`src/sv/ipte_pkg.sv`:
```
// Shared types and constants for the IPv4/TCP payload extractor.
package ipte_pkg;

  localparam int BYTE_W = 8;
  localparam int POS_W  = 16;
  localparam int NIB_W  = 4;
  localparam int ADDR_W = 32;
  localparam int END_W  = 7;

  localparam logic [NIB_W-1:0] MIN_HDR_WORDS = 4'd5;
  localparam logic [END_W-1:0] TCP_OFF_BYTE  = 7'd12;

  localparam logic [POS_W-1:0] POS_IHL      = 16'd0;
  localparam logic [POS_W-1:0] POS_TLEN_HI  = 16'd2;
  localparam logic [POS_W-1:0] POS_TLEN_LO  = 16'd3;
  localparam logic [POS_W-1:0] POS_SRC_LO   = 16'd12;
  localparam logic [POS_W-1:0] POS_SRC_HI   = 16'd15;
  localparam logic [POS_W-1:0] POS_DST_LO   = 16'd16;
  localparam logic [POS_W-1:0] POS_DST_HI   = 16'd19;

  typedef logic [BYTE_W-1:0] byte_t;

  typedef struct packed {
    byte_t payload_byte;
    logic  last_of_packet;
  } result_t;

  function automatic logic [NIB_W-1:0] clamp_words(input logic [NIB_W-1:0] nib);
    return (nib < MIN_HDR_WORDS) ? MIN_HDR_WORDS : nib;
  endfunction

endpackage

```
`src/sv/ipte_ifs.sv`:
```
// Valid/ready channel interfaces for the byte input and the payload output.
interface ipte_byte_if import ipte_pkg::*; ();
  logic  valid;
  logic  ready;
  byte_t stream_byte;

  modport source(output valid, output stream_byte, input ready);
  modport sink(input valid, input stream_byte, output ready);
endinterface

interface ipte_payload_if import ipte_pkg::*; ();
  logic  valid;
  logic  ready;
  byte_t payload_byte;
  logic  last_of_packet;

  modport source(output valid, output payload_byte, output last_of_packet, input ready);
  modport sink(input valid, input payload_byte, input last_of_packet, output ready);
endinterface

```
`src/sv/ipte_in_reg.sv`:
```
// Input register stage: holds one accepted stream byte until the parser takes it.
module ipte_in_reg import ipte_pkg::*; (
  input  logic         clk,
  input  logic         rst_n,
  ipte_byte_if.sink    in_ch,
  input  logic         consume,
  output logic         vld,
  output byte_t        data
);

  logic  vld_r;
  byte_t data_r;
  logic  take;

  assign in_ch.ready = !vld_r || consume;
  assign take        = in_ch.valid && in_ch.ready;
  assign vld         = vld_r;
  assign data        = data_r;

  always_ff @(posedge clk) begin
    if (!rst_n) begin
      vld_r <= 1'b0;
    end else if (take) begin
      vld_r <= 1'b1;
    end else if (consume) begin
      vld_r <= 1'b0;
    end
  end

  always_ff @(posedge clk) begin
    if (take) begin
      data_r <= in_ch.stream_byte;
    end
  end

endmodule

```
`src/sv/ipte_parser.sv`:
```
// Header parser: packet layout state, server/client capture and payload select.
module ipte_parser import ipte_pkg::*; (
  input  logic    clk,
  input  logic    rst_n,
  input  byte_t   data,
  input  logic    step,
  output logic    emit,
  output result_t result
);

  logic [POS_W-1:0]  pos_r;
  logic [NIB_W-1:0]  ihl_r, ihl_nxt;
  logic [NIB_W-1:0]  thl_r, thl_nxt;
  logic [POS_W-1:0]  tlen_r, tlen_nxt;
  logic [ADDR_W-1:0] src_r, src_nxt;
  logic [ADDR_W-1:0] dst_r, dst_nxt;
  logic [ADDR_W-1:0] server_r, server_nxt;
  logic [ADDR_W-1:0] client_r, client_nxt;
  logic              seen_r, seen_nxt;

  logic [END_W-1:0]  ip_end, tcp_off_pos, hdr_end;
  logic [POS_W-1:0]  pkt_end;
  logic [POS_W:0]    pos_inc;
  logic              at_end;

  always_comb begin
    ihl_nxt    = ihl_r;
    tlen_nxt   = tlen_r;
    src_nxt    = src_r;
    dst_nxt    = dst_r;
    server_nxt = server_r;
    client_nxt = client_r;
    seen_nxt   = seen_r;

    if (pos_r == POS_IHL) begin
      ihl_nxt = clamp_words(data[NIB_W-1:0]);
    end else if (pos_r == POS_TLEN_HI) begin
      tlen_nxt = {data, tlen_r[BYTE_W-1:0]};
    end else if (pos_r == POS_TLEN_LO) begin
      tlen_nxt = {tlen_r[POS_W-1:BYTE_W], data};
    end else if (pos_r >= POS_SRC_LO && pos_r <= POS_SRC_HI) begin
      src_nxt = {src_r[ADDR_W-BYTE_W-1:0], data};
    end else if (pos_r >= POS_DST_LO && pos_r <= POS_DST_HI) begin
      dst_nxt = {dst_r[ADDR_W-BYTE_W-1:0], data};
      if (pos_r == POS_DST_HI && !seen_r) begin
        server_nxt = dst_nxt;
        client_nxt = src_r;
        seen_nxt   = 1'b1;
      end
    end

    ip_end      = {1'b0, ihl_nxt, 2'b00};
    tcp_off_pos = ip_end + TCP_OFF_BYTE;
    thl_nxt     = (pos_r == {{(POS_W-END_W){1'b0}}, tcp_off_pos})
                  ? clamp_words(data[BYTE_W-1:NIB_W]) : thl_r;
    hdr_end     = ip_end + {1'b0, thl_nxt, 2'b00};
    pkt_end     = (tlen_nxt > {{(POS_W-END_W){1'b0}}, hdr_end})
                  ? tlen_nxt : {{(POS_W-END_W){1'b0}}, hdr_end};
    pos_inc     = {1'b0, pos_r} + {{POS_W{1'b0}}, 1'b1};
    at_end      = pos_inc >= {1'b0, pkt_end};

    emit = (pos_r >= {{(POS_W-END_W){1'b0}}, hdr_end}) &&
           (pos_r >  {{(POS_W-END_W){1'b0}}, tcp_off_pos}) &&
           seen_nxt && (src_nxt == server_nxt) && (dst_nxt == client_nxt);

    result.payload_byte   = data;
    result.last_of_packet = at_end;
  end

  always_ff @(posedge clk) begin
    if (!rst_n) begin
      pos_r    <= '0;
      ihl_r    <= MIN_HDR_WORDS;
      thl_r    <= MIN_HDR_WORDS;
      tlen_r   <= '0;
      src_r    <= '0;
      dst_r    <= '0;
      server_r <= '0;
      client_r <= '0;
      seen_r   <= 1'b0;
    end else if (step) begin
      tlen_r   <= tlen_nxt;
      src_r    <= src_nxt;
      dst_r    <= dst_nxt;
      server_r <= server_nxt;
      client_r <= client_nxt;
      seen_r   <= seen_nxt;
      if (at_end) begin
        pos_r <= '0;
        ihl_r <= MIN_HDR_WORDS;
        thl_r <= MIN_HDR_WORDS;
      end else begin
        pos_r <= pos_inc[POS_W-1:0];
        ihl_r <= ihl_nxt;
        thl_r <= thl_nxt;
      end
    end
  end

endmodule

```
`src/sv/ipte_out_reg.sv`:
```
// Result register: holds one payload byte until the receiver takes it.
module ipte_out_reg import ipte_pkg::*; (
  input  logic          clk,
  input  logic          rst_n,
  input  logic          load,
  input  result_t       data,
  output logic          free,
  ipte_payload_if.source out_ch
);

  logic    vld_r;
  result_t data_r;

  assign free                  = !vld_r || out_ch.ready;
  assign out_ch.valid          = vld_r;
  assign out_ch.payload_byte   = data_r.payload_byte;
  assign out_ch.last_of_packet = data_r.last_of_packet;

  always_ff @(posedge clk) begin
    if (!rst_n) begin
      vld_r <= 1'b0;
    end else if (load) begin
      vld_r <= 1'b1;
    end else if (out_ch.ready) begin
      vld_r <= 1'b0;
    end
  end

  always_ff @(posedge clk) begin
    if (load) begin
      data_r <= data;
    end
  end

endmodule

```
`src/sv/ipv4_tcp_payload_extractor.sv`:
```
// Top level of the IPv4/TCP payload extractor.
//
// in_ch carries the raw byte stream of back-to-back IPv4/TCP packets, one byte
// per transfer. out_ch carries the TCP payload bytes of packets that run from
// the server to the client, with last_of_packet set on the final payload byte
// of each packet. The first packet seen fixes the server (its destination) and
// the client (its source). Other bytes are consumed without a result.
// Throughput: one byte per cycle while no held result stalls a payload byte. A byte
// is captured in the input register, is parsed, and its result is registered in the
// result register, from which a payload byte is presented as valid on out_ch.
// Reset clears both registers and the parser: byte position zero, header
// lengths five words, no server or client known.
// When the receiver stalls, a held result blocks only the next byte that
// would produce a result; header and non-payload bytes keep flowing, and
// in_ch.ready drops once the input register is also held.
module ipv4_tcp_payload_extractor import ipte_pkg::*; (
  input  logic           clk,
  input  logic           rst_n,
  ipte_byte_if.sink      in_ch,
  ipte_payload_if.source out_ch
);

  logic    s1_vld;
  byte_t   s1_data;
  logic    emit;
  result_t res;
  logic    out_free;
  logic    consume;

  assign consume = s1_vld && (!emit || out_free);

  ipte_in_reg u_in_reg (
    .clk     (clk),
    .rst_n   (rst_n),
    .in_ch   (in_ch),
    .consume (consume),
    .vld     (s1_vld),
    .data    (s1_data)
  );

  ipte_parser u_parser (
    .clk    (clk),
    .rst_n  (rst_n),
    .data   (s1_data),
    .step   (consume),
    .emit   (emit),
    .result (res)
  );

  ipte_out_reg u_out_reg (
    .clk    (clk),
    .rst_n  (rst_n),
    .load   (consume && emit),
    .data   (res),
    .free   (out_free),
    .out_ch (out_ch)
  );

endmodule

```
`src/flat_wrapper.sv`:
```
// flat-port wrapper written by rule: the top's interface ports become plain ports
module ipv4_tcp_payload_extractor_flat import ipte_pkg::*;
  (clk, rst_n, in_ch_valid, in_ch_stream_byte, in_ch_ready, out_ch_valid, out_ch_payload_byte, out_ch_last_of_packet, out_ch_ready);
  ipte_byte_if in_ch_i ();
  ipte_payload_if out_ch_i ();
  input  logic clk;
  input  logic rst_n;
  input wire logic [$bits(in_ch_i.valid)-1:0] in_ch_valid;
  input wire logic [$bits(in_ch_i.stream_byte)-1:0] in_ch_stream_byte;
  output wire logic [$bits(in_ch_i.ready)-1:0] in_ch_ready;
  output wire logic [$bits(out_ch_i.valid)-1:0] out_ch_valid;
  output wire logic [$bits(out_ch_i.payload_byte)-1:0] out_ch_payload_byte;
  output wire logic [$bits(out_ch_i.last_of_packet)-1:0] out_ch_last_of_packet;
  input wire logic [$bits(out_ch_i.ready)-1:0] out_ch_ready;
  assign in_ch_i.valid = in_ch_valid;
  assign in_ch_i.stream_byte = in_ch_stream_byte;
  assign in_ch_ready = in_ch_i.ready;
  assign out_ch_valid = out_ch_i.valid;
  assign out_ch_payload_byte = out_ch_i.payload_byte;
  assign out_ch_last_of_packet = out_ch_i.last_of_packet;
  assign out_ch_i.ready = out_ch_ready;
  ipv4_tcp_payload_extractor u_core (.clk(clk), .rst_n(rst_n), .in_ch(in_ch_i), .out_ch(out_ch_i));
endmodule
```
`config.mk`:
```
export PLATFORM = sky130hd
export DESIGN_NAME = ipv4_tcp_payload_extractor_flat
export DESIGN_NICKNAME = d
export VERILOG_FILES = /design/src/sv/ipte_pkg.sv /design/src/sv/ipte_ifs.sv /design/src/sv/ipte_in_reg.sv /design/src/sv/ipte_parser.sv /design/src/sv/ipte_out_reg.sv /design/src/sv/ipv4_tcp_payload_extractor.sv /design/src/flat_wrapper.sv
export SDC_FILE = /design/constraint.sdc
export NUM_CORES = 1
export LEC_CHECK = 0
export BUFFER_PORTS_ARGS = -buffer_cell sky130_fd_sc_hd__buf_2
export CAP_MARGIN = 10
export CORE_ASPECT_RATIO = 0.8
export CORE_MARGIN = 2
export CORE_UTILIZATION = 55
export CTS_CLUSTER_SIZE = 12
export DETAILED_ROUTE_END_ITERATION = 8
export GPL_ROUTABILITY_DRIVEN = 0
export PLACE_DENSITY = 0.72
export SKIP_CTS_REPAIR_TIMING = 1
export SLEW_MARGIN = 25
export SYNTH_ARGS = -nofsm -noshare
export SYNTH_HDL_FRONTEND = slang
export SYNTH_HIERARCHICAL = 1
export SYNTH_SLANG_ARGS = --single-unit
```
`constraint.sdc`:
```
create_clock -name clk -period 7.53 [get_ports clk]
set_clock_uncertainty 0.1 [all_clocks]
set_input_delay 1.506 -clock clk [delete_from_list [all_inputs] [get_ports clk]]
set_output_delay 1.506 -clock clk [all_outputs]
set_load 0.05 [all_outputs]
```
==> flow_summary.yaml, run 1 <==
timing:
  tightest_slew_ps: 1010
  finalCritPeriodShare_pct: 98.6
  slew_headroom_pct: 32.8
  rsz0062_at_grt: "true"
  drv_slew: 0
  setup_viol: 0
  hold_violations: 0
  period_needed_ps: 7430
  fmax_mhz: 135
  holdWs_ps: 353
synthesis:
  synthFlopType: "dfxtp_1"
  synth.avg_cell_area_um2: 8.53
  yosys_warnings: 6
  netlist_area_um2: 11200
  synthCells: 1308
  synth_cell_types: 79
  synth_fp_nets: 1356
  synth_edf_count: 17
  ys_seq_area_share_pct: 35.3
  ys_async_sr_fraction_pct: 0
  synth_common_cells: "nand2_1, dfxtp_1, mux2i_1"
  synth.area.top_cells: "dfxtp_1, mux2i_1, nand2_1, a21boi_1, edfxtp_1"
  netlist.area_leader.share_pct: 30.7
  synth.most_common_cell: "nand2_1"
  synth-seq-cells: 188
  yosys.area.top_type: "dfxtp_1"
layout:
  postLayoutCoreUtil_pct: 62.5
  final_layout_size_suffix_gt1_share_pct: 12.9
  fill_cells: 1707
  num_antenna_cells: 0
  nets: 1351
  synthToLayoutAreaGrowth_pct: 11.3
  stdcell_area_um2: 12400
  multi_input_area_um2: 6810
  regArea_um2: 3940
routing:
  wire_per_inst_um: 19.2
  drt-total-wl_mm: 30.3
  avgViaCountPerCell: 5.97
  first_iter_violations: 968
  ant_nets: 0
  drc: 0
  num_vias: 9440
  first_pass_iters: 6
grt:
  grt_remaining_overflow: 0
  grtUsageMet1_pct: 41.3
  grt_pass1_wl_mm: 46.5
  use_met3_pct: 5.02
  busiest_layer: "met1"
  grt_start_max_net_pins: 84
  grt_pass1_vias: 8548
  grt_util_all_layers_pct: 27.4
  antenna_found_initial: 0
  globalRouteMet2Util_pct: 39.6
die:
  rows: 46
  dieArea_um2: 21500
  core-area_um2: 19900
  die_h_um: 131
  num_io_pins: 23
  die-width_um: 163
  start_util_pct: 56.2
critical_path:
  path_max_fanout: 5
  worstSetupStartpoint: "u_core/u_parser/pos_r[1]"
  endpoint_kind: "output port"
  crit_type: "reg2out"
  cp.arrival_ps: 5820
  r2r_slack_ps: 220
  startpoint_type: "flip-flop"
  crit-reg2reg-launch: "u_core/u_parser/pos_r[1]"
  worstPathRequired_ps: 5920
placement:
  dpl.hpwl_mm: 19.4
  io_buffer_count: 22
  placed_area_um2: 11500
clocking:
  numCtsBuffers: 17
  clkLatencyLatePin_ps: 440
  htreeDepth: 4
  cts_root_buf: "clkbuf_16"
  clk_path_buf_depth: 2
  cts_tree: "yes"
  cts_sinks: 188
  path_clk_slew_ps: 80
pwr:
  ir_worst_vdd_mv: 0.137
  power.density_nw_per_um2: 189
  leakage_uw: 0.00489
worst_hold_path:
  worstHoldPathType: "reg2reg"
  holdCritStartpoint: "u_core/u_parser/server_r[21]"
flow_run:
  maxCapViolations: 0
outcome:
  status: "finished clean"
[worst max-delay path: stages, from the launching register on]
cell	delay, ps
dfxtp_4	360
inv_1	70
ha_2	180
nor4b_4	230
and4_4	300
buf_6	140
mux2i_4	280
a21oi_4	60
xnor2_1	140
ha_1	300
and3_4	190
nand4_1	120
or2_4	300
nand2_1	90
o21ai_1	90
ha_1	380
buf_4	160
nor3b_1	190
a311o_1	190
nor4_4	60
buf_4	170
maj3_2	330
a311oi_4	350
nor4b_4	90
buf_4	170
a21boi_4	130
nand2b_4	150
buf_8	140
[cell families after synthesis]
family | Yosys count | share of synthesized area, %
and+or+nand+nor | 478 | 19.6
muxes | 129 | 11.7
buffers and inverters | 131 | 5.62
adders and majority gates | 37 | 4.13
xor gates and xnor gates | 82 | 6.44
DFF | 188 | 35.3
AOI/OAI and AO/OA | 263 | 17.3
[power by group]
group | internal, uW | switching [uW]
registers | 1020 | 12.8
clock network | 518 | 418
logic | 179 | 195
[layer usage]
metal / vias up / wire [um]
met5: - / 0
met4: 0 / 438
met3: 45 / 2510
met2: 384 / 13300
met1: 4510 / 14000
li1: 4501 / -
[worst paths after layout]
| path | to | cells past startpoint |
|---|---|---|
| max | in_ch_ready | 27 |
| min reg2reg | u_core/u_parser/server_r[21] | 2 |
| max reg2reg | u_core/u_parser/thl_r[0] | 37 |
| min | u_core/u_parser/server_r[21] | 2 |
[placed cells by master, fill, tap and decap left out, drive strengths merged, types with 29 or more instances in the layout]
master and n:
ha 36, nor2 37, nand2 321, buf 84, a21boi 133, mux2i 121, xnor2 50, o21ai 29
dfxtp 171, xor2 32, inv 31
[through the flow]
step	TNS (ps)	total power (uW)	worst slack, ps	cells
2_1_floorplan	0	1260	110	1308
3_3_place_gp	0	1330	31.3	1534
4_1_cts	-3140	2270	-658	1566
6_report	0	2340	105	1580
3_5_place_dp	-1790	1340	-153	1534
5_1_grt	-1450	2420	-154	1580
[registers in the layout (all words and copies together) (netlist names), 4 cells and up]
signal,flops
u_core/u_parser/src_r,32
u_core/u_parser/pos_r,16
u_core/u_in_reg/data,8
u_core/u_parser/client_r,32
u_core/u_parser/dst_r,32
u_core/u_out_reg/out_ch.payload_byte,8
u_core/u_parser/server_r,32
u_core/u_parser/ihl_r,4
u_core/u_parser/tlen_r,16
u_core/u_parser/thl_r,4
[final cells by class]
class                           instances  share of cell area, %
Tap cell                              264                   2.66
Clock inverter                         12                   1.19
Multi-Input combinational cell        989                   54.9
Clock buffer                           20                   3.68
Sequential cell                       188                   31.7
Timing Repair Buffer                   84                   5.20
Inverter                               23                  0.695
Note: power is estimated with default switching activity, not from simulation.
==> run 2: changes to the inputs <==
--- a/config.mk
+++ b/config.mk
@@ -5,6 +5,7 @@
 export SDC_FILE = /design/constraint.sdc
 export NUM_CORES = 1
 export LEC_CHECK = 0
+export ABC_AREA = 1
 export BUFFER_PORTS_ARGS = -buffer_cell sky130_fd_sc_hd__buf_2
 export CAP_MARGIN = 10
 export CORE_ASPECT_RATIO = 0.8
==> flow_summary.yaml, run 2 <==
outcome:
  status: "finished clean"
placement:
  placed_area_um2: 11400
  io_buffer_count: 22
  dpl_worst_slack_ps: 595
  dpl.hpwl_mm: 20.2
layout:
  synthToLayoutAreaGrowth_pct: 6.09
  stdcell_area_um2: 12000
  final_layout_size_suffix_gt1_share_pct: 8.79
  mostFrequentLayoutCells: "inv_1, nand2_1, o21ai_0"
  nets: 1627
  num_antenna_cells: 0
  final_common_cell: "inv_1"
synthesis:
  synth_fp_nets: 1666
  synth_simple_gate_area_share_pct: 18.8
  synth.most_common_cell: "inv_1"
  synth.area.mux_share_pct: 2.27
  yosys.area.top_type: "dfxtp_1"
  synth.avg_cell_area_um2: 6.98
  synth-xor-area-share_pct: 2.09
  synth_top_family_by_area: "compound AO/OA/AOI/OAI gates"
  synthFlopType: "dfxtp_1"
  synth_cell_types: 57
  ys_seq_area_share_pct: 34.8
  yosys_warnings: 6
  synth-seq-cells: 188
  synthAdderAreaFrac_pct: 3.99
  netlist.area_leader.share_pct: 30.3
  synthCells: 1618
  netlist_area_um2: 11300
  synth_common_cells: "inv_1, nand2_1, o21ai_0"
  synth.area.top_cells: "dfxtp_1, inv_1, nand2_1, o21ai_0, a21oi_1"
  synth_compound_area_share_pct: 24.0
  synth_edf_count: 17
  ys_async_sr_fraction_pct: 0
routing:
  num_vias: 10300
  wire_per_inst_um: 15.8
  first_pass_iters: 5
  avgViaCountPerCell: 5.54
  drt-total-wl_mm: 29.3
  drc: 0
  ant_nets: 0
  first_iter_violations: 1067
timing:
  setup_viol: 0
  holdWs_ps: 372
  fmax_mhz: 141
  final.setup.tns_ps: 0
  slew_headroom_pct: 27.7
  period_needed_ps: 7070
  worst_slack_ps: 460
  tightest_slew_ps: 1080
  rsz0062_at_grt: "false"
  drv_slew: 0
  finalCritPeriodShare_pct: 93.9
  hold_violations: 0
critical_path:
  ff2ff_path_depth: 40
  cp.arrival_ps: 5460
  endpoint_kind: "output port"
  worstPathRequired_ps: 5920
  cp_slowest_cell: "dfxtp_1"
  cpPeakStageDelay_ps: 370
  path_max_fanout: 7
  crit_type: "reg2out"
  startpoint_type: "flip-flop"
clocking:
  path_clk_slew_ps: 70
  cts_root_buf: "clkbuf_16"
  cts_tree: "yes"
  clkLatencyLatePin_ps: 450
  cts_sinks: 188
  htreeDepth: 4
  numCtsBuffers: 17
  clk_path_buf_depth: 2
pwr:
  pwr-share-seq_pct: 43.1
  intPower_uw: 1750
  p_sw_uw: 854
  total_power_uw: 2610
  ir_worst_vdd_mv: 0.172
  comb_power_share_pct: 21.9
  leakage_uw: 0.00592
  p_sw_share_pct: 32.7
  power.density_nw_per_um2: 218
  clkPwrFrac_pct: 35.0
die:
  die-width_um: 164
  start_util_pct: 56.6
  dieArea_um2: 21700
  rows: 46
  die_h_um: 132
  num_io_pins: 23
  core-area_um2: 20000
worst_hold_path:
  worstHoldPathType: "reg2reg"
  whs_path_depth: 2
flow_run:
  maxCapViolations: 0
grt:
  grt_start_max_net_pins: 250
  grt_util_all_layers_pct: 27.1
  antenna_found_initial: 1
  grt_pass1_wl_mm: 46.9
  grt_pass1_vias: 9008
  grt_remaining_overflow: 0
## run 2: cell count changes in the layout (fill, tap and decap cells not counted), sizes merged, moves of 30 or more
cell	before	now
a21boi	133	2
xnor2	50	11
o21ai	29	274
nand2	321	291
buf	84	35
a21oi	27	175
mux2i	121	24
inv	31	300
nor2	37	73
## run 2: through the flow
| step | std cells | util, % |
|---|---|---|
| 3_5_place_dp | 1824 | 57.0 |
| 3_3_place_gp | 1824 | 57.0 |
| 6_report | 1856 | 60.0 |
| 2_1_floorplan | 1618 | - |
| 5_1_grt | 1856 | 60.0 |
| 4_1_cts | 1856 | 59.9 |
## run 2: power by group through the flow
stage / clock, uW / combinational (uW) / sequential, uW
2_1_floorplan: 0 / 437 / 1130
3_5_place_dp: 0 / 554 / 1140
5_1_grt: 967 / 646 / 1130
4_1_cts: 932 / 558 / 1120
6_report: 913 / 572 / 1120
3_3_place_gp: 0 / 541 / 1140
## run 2: per-layer routing
layer  GRT usage, %  share of wire, %
met1           41.8                50
met2           38.2                41
met3           5.66               8.3
met4           6.29               1.5
met5              0                 0
## run 2: logic make-up after synthesis
| logic type | after synthesis |
|---|---|
| AOI/OAI and AO/OA | 506 |
| xor gates and xnor gates | 27 |
| adders and majority gates | 36 |
| buffers and inverters | 385 |
| DFF | 188 |
| muxes | 24 |
| and+or+nand+nor | 452 |
## run 2: worst max-delay path, delay by kind of cell, from the launching register on
| family | cells | cell delay (ps) |
|---|---|---|
| and+or+nand+nor | 15 | 1750 |
| AOI/OAI and AO/OA | 7 | 1250 |
| adders and majority gates | 4 | 970 |
| buffers and inverters | 4 | 560 |
| DFF | 1 | 370 |
| xor gates and xnor gates | 1 | 140 |
## run 2: worst paths after layout
kind | start | to | slack (ps)
min | u_core/u_parser/thl_r[3] | u_core/u_parser/thl_r[3] | 370
max | u_core/u_parser/pos_r[8] | in_ch_ready | 460
max reg2reg | u_core/u_parser/pos_r[8] | u_core/u_parser/ihl_r[0] | 920
min reg2reg | u_core/u_parser/thl_r[3] | u_core/u_parser/thl_r[3] | 370
## run 2: cell type report
class                      count  area, um^2
timing repair buffer          35         233
fill                        1849        7980
multi-input combinational   1045        5800
inverter                     292        1100
clock inverter                13         144
tap                          264         330
sequential                   188        3940
clock buffer                  19         443
==> run 3: changes to the inputs <==
--- a/config.mk
+++ b/config.mk
@@ -11,6 +11,7 @@
 export CORE_ASPECT_RATIO = 0.8
 export CORE_MARGIN = 2
 export CORE_UTILIZATION = 55
+export CTS_BUF_LIST = sky130_fd_sc_hd__clkbuf_4
 export CTS_CLUSTER_SIZE = 12
 export DETAILED_ROUTE_END_ITERATION = 8
 export GPL_ROUTABILITY_DRIVEN = 0
==> flow_summary.yaml, run 3 (synthesis results as in run 2) <==
clocking:
  htreeDepth: 4
  cts_tree: "yes"
  cts_sinks: 188
  clkLatencyLatePin_ps: 600
  cts_root_buf: "clkbuf_4"
  clk_path_buf_depth: 2
  numCtsBuffers: 17
  path_clk_slew_ps: 160
timing:
  fmax_mhz: 140
  hold_violations: 0
  setup_viol: 0
  slew_headroom_pct: 20.6
  drv_slew: 0
  worst_slack_ps: 412
  holdWs_ps: 383
  finalCritPeriodShare_pct: 94.5
  tightest_slew_ps: 1190
  period_needed_ps: 7120
pwr:
  power.density_nw_per_um2: 194
  leakage_uw: 0.00579
  ir_worst_vdd_mv: 0.137
critical_path:
  endpoint_kind: "output port"
  cp_slowest_cell: "dfxtp_1"
  crit_top_cell: "ha_1"
  cpPeakStageDelay_ps: 400
  crit_type: "reg2out"
  cp.arrival_ps: 5510
  path_max_fanout: 7
  startpoint_type: "flip-flop"
  worstPathRequired_ps: 5920
routing:
  avgViaCountPerCell: 5.50
  ant_nets: 0
  drc: 0
  num_vias: 10200
  drt-total-wl_mm: 29.2
  wire_per_inst_um: 15.7
  first_pass_iters: 5
  first_iter_violations: 1097
die:
  rows: 46
  num_io_pins: 23
  dieArea_um2: 21700
  core-area_um2: 20000
  die-width_um: 164
  die_h_um: 132
  start_util_pct: 56.6
layout:
  nets: 1627
  synthToLayoutAreaGrowth_pct: 3.63
  mostFrequentLayoutCells: "inv_1, nand2_1, o21ai_0"
  final_common_cell: "inv_1"
  fill_cells: 1900
  postLayoutCoreUtil_pct: 58.6
  final_layout_size_suffix_gt1_share_pct: 8.98
grt:
  grt_remaining_overflow: 0
  grt_util_all_layers_pct: 27.0
  grt_start_max_net_pins: 250
  antenna_found_initial: 2
  grt_pass1_vias: 8954
  grt_pass1_wl_mm: 46.8
flow_run:
  maxCapViolations: 0
outcome:
  status: "finished clean"
placement:
  io_buffer_count: 22
  dpl_worst_slack_ps: 595
  dpl.hpwl_mm: 20.2
worst_hold_path:
  worstHoldPathType: "reg2reg"
run 3: layout make-up:
class	count	area (um^2)	area share (%)
diodes	1	2.50	0.0214
clock buffers	18	135	1.15
clock inverters	14	148	1.26
inverters	292	1100	9.39
multi-input cells	1045	5830	49.7
flip-flops and latches	188	3940	33.6
well taps	264	330	2.82
repair buffers	35	235	2.01
run 3: critical path: cells and delay by family, from the launching register on:
| family | cells | cell delay, ps |
|---|---|---|
| and+or+nand+nor | 15 | 1810 |
| xor gates and xnor gates | 1 | 90 |
| AOI/OAI and AO/OA | 7 | 1270 |
| adders and majority gates | 4 | 970 |
| buffers and inverters | 3 | 390 |
| DFF | 1 | 400 |
run 3: final timing paths:
check / from / end / slack [ps] / cells past startpoint
setup reg to reg: u_core/u_parser/pos_r[8] / u_core/u_parser/ihl_r[2] / 960 / 39
setup / recovery: u_core/u_parser/pos_r[8] / in_ch_ready / 410 / 30
hold reg to reg: u_core/u_parser/thl_r[3] / u_core/u_parser/thl_r[3] / 380 / 2
hold / removal: u_core/u_parser/thl_r[3] / u_core/u_parser/thl_r[3] / 380 / 2
run 3: layer usage:
metal	GRT usage, %	share of wire [%]
met1	42.3	50
met2	38.3	41
met3	4.12	7.6
met4	6.43	1.0
met5	0	0
run 3: stage by stage:
stage	setup TNS (ps)	std cells	total power [uW]	instance area [um^2]
final	0	1857	2270	11700
after global placement	0	1824	1680	11400
after CTS	-131	1856	2270	11700
after detailed placement	0	1824	1700	11400
after floorplan	0	1618	1570	11300
after global routing	-10.8	1857	2410	11700
run 3: report_power, final:
part / internal (uW) / switching (uW)
clock network: 182 / 390
registers: 1080 / 47.7
logic: 200 / 375
